### config.mk
export PLATFORM = sky130hd
export DESIGN_NAME = fese_ctrl
export DESIGN_NICKNAME = d
export VERILOG_FILES = /design/src/hw/rtl/fire_effect_spread_engine_top_macros.svh /design/src/hw/rtl/fese_pkg.sv /design/src/hw/rtl/fese_ctrl.sv
export SDC_FILE = /design/constraint.sdc
export NUM_CORES = 1
export LEC_CHECK = 0
export BUFFER_PORTS_ARGS = -buffer_cell sky130_fd_sc_hd__buf_2
export CORE_MARGIN = 2
export CORE_UTILIZATION = 26
export CTS_CLUSTER_DIAMETER = 30
export DETAILED_ROUTE_END_ITERATION = 7
export GPL_ROUTABILITY_DRIVEN = 0
export MAX_ROUTING_LAYER = met4
export PLACE_DENSITY = 0.51
export SYNTH_ARGS = -nofsm -noshare
export SYNTH_HDL_FRONTEND = slang
export SYNTH_SLANG_ARGS = --single-unit
### constraint.sdc
create_clock -name clk -period 3.38 [get_ports clk]
set_input_delay 1.014 -clock clk [delete_from_list [all_inputs] [get_ports clk]]
set_output_delay 1.014 -clock clk [all_outputs]
set_load 0.05 [all_outputs]
### src/hw/rtl/fire_effect_spread_engine_top_macros.svh
// Assertion macros shared by the fire spread engine RTL.
`ifndef FIRE_EFFECT_SPREAD_ENGINE_TOP_MACROS_SVH
`define FIRE_EFFECT_SPREAD_ENGINE_TOP_MACROS_SVH

`ifndef ASSERT_OFF
// Checked only while out of reset.
`define FESE_ASSERT(lbl, clk, rst_n, prop, msg) \
	lbl: assert property (@(posedge clk) disable iff (!rst_n) prop) else $error(msg);
// Checked at every edge, reset included.
`define FESE_ASSERT_ALWAYS(lbl, clk, prop, msg) \
	lbl: assert property (@(posedge clk) prop) else $error(msg);
`else
`define FESE_ASSERT(lbl, clk, rst_n, prop, msg)
`define FESE_ASSERT_ALWAYS(lbl, clk, prop, msg)
`endif

`endif

### src/hw/rtl/fese_pkg.sv
// Package: frame geometry, codes, palette and controller/datapath link types.
`timescale 1ns / 1ps

package fese_pkg;

	localparam int FRAME_WIDTH  = 480;
	localparam int FRAME_HEIGHT = 272;
	localparam int STORE_SIZE   = FRAME_WIDTH * FRAME_HEIGHT;
	localparam int BOTTOM_BASE  = (FRAME_HEIGHT - 1) * FRAME_WIDTH;

	localparam int ADDR_W  = $clog2(STORE_SIZE);
	localparam int COL_W   = $clog2(FRAME_WIDTH);
	localparam int ROW_W   = $clog2(FRAME_HEIGHT);
	localparam int COORD_W = 11;	// holds any frame dimension for compares

	localparam int HEAT_W = 6;
	localparam logic [HEAT_W-1:0] HEAT_MAX = 6'd36;

	localparam logic REQ_SPREAD = 1'b0;
	localparam logic REQ_READ   = 1'b1;
	localparam logic RESP_ACK   = 1'b0;
	localparam logic RESP_DATA  = 1'b1;

	localparam logic [1:0] PICK_DECAY = 2'd1;
	localparam logic [1:0] PICK_MAX   = 2'd2;

	typedef struct packed {
		logic clear;		// clearing sweep writes one entry
		logic accept_sp;	// spread beat taken, fetch cursor pixel
		logic accept_rd;	// read beat taken, form address
		logic rd_issue;		// fetch read pixel
		logic rd_out;		// load read response
		logic sp_wb;		// write target, advance cursor, load ack
	} fese_cmd_t;

	typedef struct packed {
		logic clr_last;
	} fese_sts_t;

	function automatic logic [31:0] palette(input logic [HEAT_W-1:0] lvl);
		logic [31:0] c;
		unique case (lvl)
			6'd0:    c = 32'hFF070707;
			6'd1:    c = 32'hFF1F0707;
			6'd2:    c = 32'hFF2F0F07;
			6'd3:    c = 32'hFF470F07;
			6'd4:    c = 32'hFF571707;
			6'd5:    c = 32'hFF671F07;
			6'd6:    c = 32'hFF771F07;
			6'd7:    c = 32'hFF8F2707;
			6'd8:    c = 32'hFF9F2F07;
			6'd9:    c = 32'hFFAF3F07;
			6'd10:   c = 32'hFFBF4707;
			6'd11:   c = 32'hFFC74707;
			6'd12:   c = 32'hFFDF4F07;
			6'd13:   c = 32'hFFDF5707;
			6'd14:   c = 32'hFFDF5707;
			6'd15:   c = 32'hFFD75F07;
			6'd16:   c = 32'hFFD75F07;
			6'd17:   c = 32'hFFD7670F;
			6'd18:   c = 32'hFFCF6F0F;
			6'd19:   c = 32'hFFCF770F;
			6'd20:   c = 32'hFFCF7F0F;
			6'd21:   c = 32'hFFCF8717;
			6'd22:   c = 32'hFFC78717;
			6'd23:   c = 32'hFFC78F17;
			6'd24:   c = 32'hFFC7971F;
			6'd25:   c = 32'hFFBF9F1F;
			6'd26:   c = 32'hFFBF9F1F;
			6'd27:   c = 32'hFFBFA727;
			6'd28:   c = 32'hFFBFA727;
			6'd29:   c = 32'hFFBFAF2F;
			6'd30:   c = 32'hFFB7AF2F;
			6'd31:   c = 32'hFFB7B72F;
			6'd32:   c = 32'hFFB7B737;
			6'd33:   c = 32'hFFCFCF6F;
			6'd34:   c = 32'hFFDFDF9F;
			6'd35:   c = 32'hFFEFEFC7;
			default: c = 32'hFFFFFFFF;	// 36 and anything hotter
		endcase
		return c;
	endfunction

endpackage

### src/hw/rtl/fese_ctrl.sv
// Controller: clear sweep, request dispatch and step sequencing.
`timescale 1ns / 1ps

module fese_ctrl (
	input  logic               clk,
	input  logic               arst_n,
	input  logic               start,
	input  logic               req_type,
	input  fese_pkg::fese_sts_t sts,
	output fese_pkg::fese_cmd_t cmd,
	output logic               busy
);
	import fese_pkg::*;

	typedef enum logic [4:0] {
		ST_CLEAR  = 5'b00001,
		ST_IDLE   = 5'b00010,
		ST_SPREAD = 5'b00100,
		ST_RADDR  = 5'b01000,
		ST_RMEM   = 5'b10000
	} fese_state_t;

	fese_state_t state_q, state_d;
	logic        accept;

	assign busy   = (state_q != ST_IDLE);
	assign accept = start && (state_q == ST_IDLE);

	always_comb begin
		state_d       = state_q;
		cmd           = '0;
		unique case (state_q)
			ST_CLEAR: begin
				cmd.clear = 1'b1;
				if (sts.clr_last)
					state_d = ST_IDLE;
			end
			ST_IDLE: begin
				if (accept) begin
					if (req_type == REQ_READ) begin
						cmd.accept_rd = 1'b1;
						state_d       = ST_RADDR;
					end else begin
						cmd.accept_sp = 1'b1;
						state_d       = ST_SPREAD;
					end
				end
			end
			ST_SPREAD: begin
				cmd.sp_wb = 1'b1;
				state_d   = ST_IDLE;
			end
			ST_RADDR: begin
				cmd.rd_issue = 1'b1;
				state_d      = ST_RMEM;
			end
			ST_RMEM: begin
				cmd.rd_out = 1'b1;
				state_d    = ST_IDLE;
			end
			default: state_d = ST_CLEAR;
		endcase
	end

	always_ff @(posedge clk or negedge arst_n) begin
		if (!arst_n)
			state_q <= ST_CLEAR;
		else
			state_q <= state_d;
	end

endmodule

-- After elaboration in Yosys (flattened, before gate mapping)
Cells that the tools add are included.
W data, S select, Z words.
- bits in registers: 5
- input bits: 5
- eq/ne operators: 8
- muxes and demuxes: 12
- reductions and logical operators: 3
- operator list (operator ; number):
    $pmux W5 S4 ; 1
    $mux W5 ; 2
    $mux W1 ; 6
    $eq A5 B1 Y1 const B ; 1
    $eq A5 B2 Y1 const B ; 1
    $eq A5 B3 Y1 const B ; 1
    $eq A5 B4 Y1 const B ; 1
    $eq A5 B5 Y1 const B ; 1
    $ne A5 B2 Y1 const B ; 1
    $mux W2 ; 2
    $mux W4 ; 1
    $ne A2 B2 Y1 const B ; 2
    $reduce_and A2 Y1 ; 1
    $reduce_or A2 Y1 ; 1
    $logic_and A1 B1 Y1 ; 1

-- Longest topological paths before layout
- word-level depth: 4
- mapped depth: 3
- depth with buffers taken out: 3

-- Least setup slack after synthesis
Ideal clock, no wire load.
- path kind: reg-to-output
- from: register state_q[4]
- to: output port cmd[4] in the netlist's numbering
- arrival: 2330 ps
- setup slack: 36 ps
- cell stages (with the launch flop): 4
- buffers on the path: 0
- cells stage by stage: dfrtp_1 -> nor3_2 -> nand2_1 -> nor3b_1
- RTL lines (element ; RTL line ; source):
    from (decl) ; fese_ctrl.sv:23 ; fese_state_t state_q, state_d;
    from (signal assigned) ; fese_ctrl.sv:69 ; state_q <= state_d;
    to (decl) ; fese_ctrl.sv:10 ; output fese_pkg::fese_cmd_t cmd,

==> results.py <==
metrics = {
    "critical_path": {
        "worstPathMaxFanout": 6,
        "critPathArrivalTime_ns": 1.66,
        "path_class": "flop to primary output",
        "worstPathRequired_ns": 2.37,
        "cp-start-kind": "flop",
        "crit_path_end_kind": "primary output",
    },
    "power": {
        "p_leak_nw": 0.210,
        "p_per_area_mw_per_mm2": 748,
        "peakVddDrop_mv": 0.314,
        "total_power_mw": 0.329,
    },
    "floorplan": {
        "initial_core_util": 0.271,
        "core_sq_mm": 0.00125,
        "die_area_sq_mm": 0.00161,
        "fp.dieH_microns": 40.1,
        "row_count": 13,
        "fp.dieW_microns": 40.1,
        "io_pins": 12,
    },
    "logic_synthesis": {
        "synthesis.area_sq_um": 339,
        "synth_top_area_frac": 0.295,
        "yosys-top-cells-area": "dfrtp_1 (30%), and3b_2 (12%), dfstp_2 (7.7%), nor3_2 (5.9%), nor3b_4 (5.5%)",
        "synthCells": 30,
        "synth.distinct_cells": 18,
        "synth_fp_nets": 35,
        "synth_area_per_cell_sq_um": 11.3,
        "synth_top_area_cell": "dfrtp_1",
        "yosys_register_bits": 5,
        "ys_seq_area_frac": 0.373,
        "yosysWarnings": 0,
    },
    "placed_design": {
        "post-place-cells": 56,
        "port_buffers": 11,
        "post-place-ws_ns": 0.785,
    },
    "global_routing": {
        "grt_pass1_vias": 298,
        "antenna_found_initial": 0,
        "grtUsageTotal": 0.125,
        "grt_max_degree": 10,
        "grt_pass1_wl_mm": 1.21,
        "overflow": 0,
    },
    "sta": {
        "fmax_mhz": 375,
        "setup_slack_ns": 0.711,
        "setup_viol": 0,
        "skew_ns": 0.00119,
        "relSlewSlack": 0.791,
        "finalCritPeriodShare": 0.790,
        "finalCriticalPeriod_ns": 2.67,
        "final.setup.tns_ns": 0,
        "drv_slew": 0,
        "rsz0062_at_grt": "no",
        "worst_pin_slew_ns": 0.308,
        "finalHoldViolCount": 0,
    },
    "layout": {
        "fillers": 133,
        "register_area_sq_um": 126,
        "area_growth_syn_to_layout_pct": 29.5,
        "final_common_cell": "buf_2",
        "final_cells": 60,
        "drive_above_1_share": 0.600,
        "diodes": 0,
        "largest_register_ffs": 5,
        "layout_common_cells": "buf_2 (11), and3b_2 (4), dfrtp_1 (4)",
        "largest-register": "state_q",
        "final_nets": 51,
        "multiInputGateArea_sq_um": 213,
        "reg_top3": "state_q x5",
    },
    "route": {
        "drcViolationCount": 0,
        "ant_nets": 0,
        "finalWirelength_microns": 679,
        "post_drt_wl_per_cell_microns": 11.3,
        "via_per_inst": 4.80,
        "first_iter_violations": 3,
        "first_pass_iters": 4,
        "via_count": 288,
    },
    "clocking": {
        "cts_setup_buffers": 0,
        "clkSlewWorstSetupHoldPaths_ns": 0.04,
        "worst_skew_pair.late_latency_ns": 0.24,
        "h-tree-depth": 1,
        "cts_num_sinks": 5,
        "root_buffer": "clkbuf_4",
        "postCtsResizedCells": 0,
        "numCtsBuffers": 3,
        "cts_hold_buf": 0,
        "clockBufferDepth": 2,
        "cts_tree": "yes",
    },
    "status": {
        "outcome": "completed",
    },
    "min_path": {
        "min_path_type": "input port to asynchronous set/reset pin",
    },
    "flow_run": {
        "maxCapViolCount": 0,
    },
}
==> synthesized netlist by cell type <==
cell type,n
and3b_2,4
dfrtp_1,4
and2b_2,2
and4_1,2
nor2_1,2
nor3_2,2
nor3b_1,2
o21ai_0,2
and2b_1,1
and3_2,1
dfstp_2,1
nand2_1,1
nor3b_2,1
nor3b_4,1
o21ai_1,1
o311a_1,1
o311ai_1,1
or3_4,1
==> final cells by class <==
| class | instances | share of cell area |
|---|---|---|
| Multi-Input combinational cell | 25 | 0.484 |
| Sequential cell | 5 | 0.288 |
| Timing Repair Buffer | 11 | 0.125 |
| Clock buffer | 4 | 0.0598 |
| Tap cell | 15 | 0.0427 |
==> metal layers <==
| layer | wire length (microns) | vias to the layer above | share of wire | global-route usage |
|---|---|---|---|---|
| li1 | - | 145 | - | - |
| met1 | 288 | 133 | 0.42 | 0.132 |
| met2 | 341 | 10 | 0.50 | 0.194 |
| met3 | 49 | 0 | 0.072 | 0.0500 |
| met4 | 0 | 0 | 0 | 0.0776 |
| met5 | 0 | - | 0 | - |
==> report_power, final <==
| group | internal [mW] | switching [mW] |
|---|---|---|
| clock network | 0.0445 | 0.0228 |
| registers | 0.0780 | 0.0235 |
| logic | 0.0622 | 0.0975 |
| total | 0.185 | 0.144 |
==> worst paths after layout <==
| check | startpoint | slack [ns] | end | cells past startpoint |
|---|---|---|---|---|
| max | state_q[4]$_DFFE_PN0P_ | 0.71 | cmd[4] | 4 |
| min | arst_n | 0.58 | state_q[4]$_DFFE_PN0P_ | 1 |
| max reg2reg | state_q[0]$_DFFE_PN1P_ | 2.04 | state_q[1]$_DFFE_PN0P_ | 3 |
| min reg2reg | state_q[3]$_DFFE_PN0P_ | 0.66 | state_q[4]$_DFFE_PN0P_ | 1 |
| max in group asynchronous | arst_n | 2.59 | state_q[0]$_DFFE_PN1P_ | 1 |
| min in group clk | state_q[3]$_DFFE_PN0P_ | 0.66 | state_q[4]$_DFFE_PN0P_ | 1 |
==> metrics by stage <==
stage	hold WS, ns	area (sq um)	util
2_1_floorplan	0.596	339	-
3_3_place_gp	0.650	413	0.330
4_1_cts	0.571	439	0.351
6_report	0.579	439	0.351
5_1_grt	0.569	439	0.351
3_5_place_dp	0.660	413	0.330
==> critical path, cell delays in order (launching register included) <==
cell,delay [ns]
dfrtp_1,0.45
nor3_2,0.30
nand2_1,0.15
nor3b_1,0.22
buf_2,0.29
==> cells by family (layout without fill, tap and decap cells) <==
kind of cell,after synthesis,count (layout),share of synthesized area
AND/OR/NAND/NOR,20,20,0.528
AO/OA/AOI/OAI,5,5,0.0996
flip-flops,5,5,0.373
buffers and inverters,0,15,0
No activity file was read; power rests on OpenSTA's default activity.
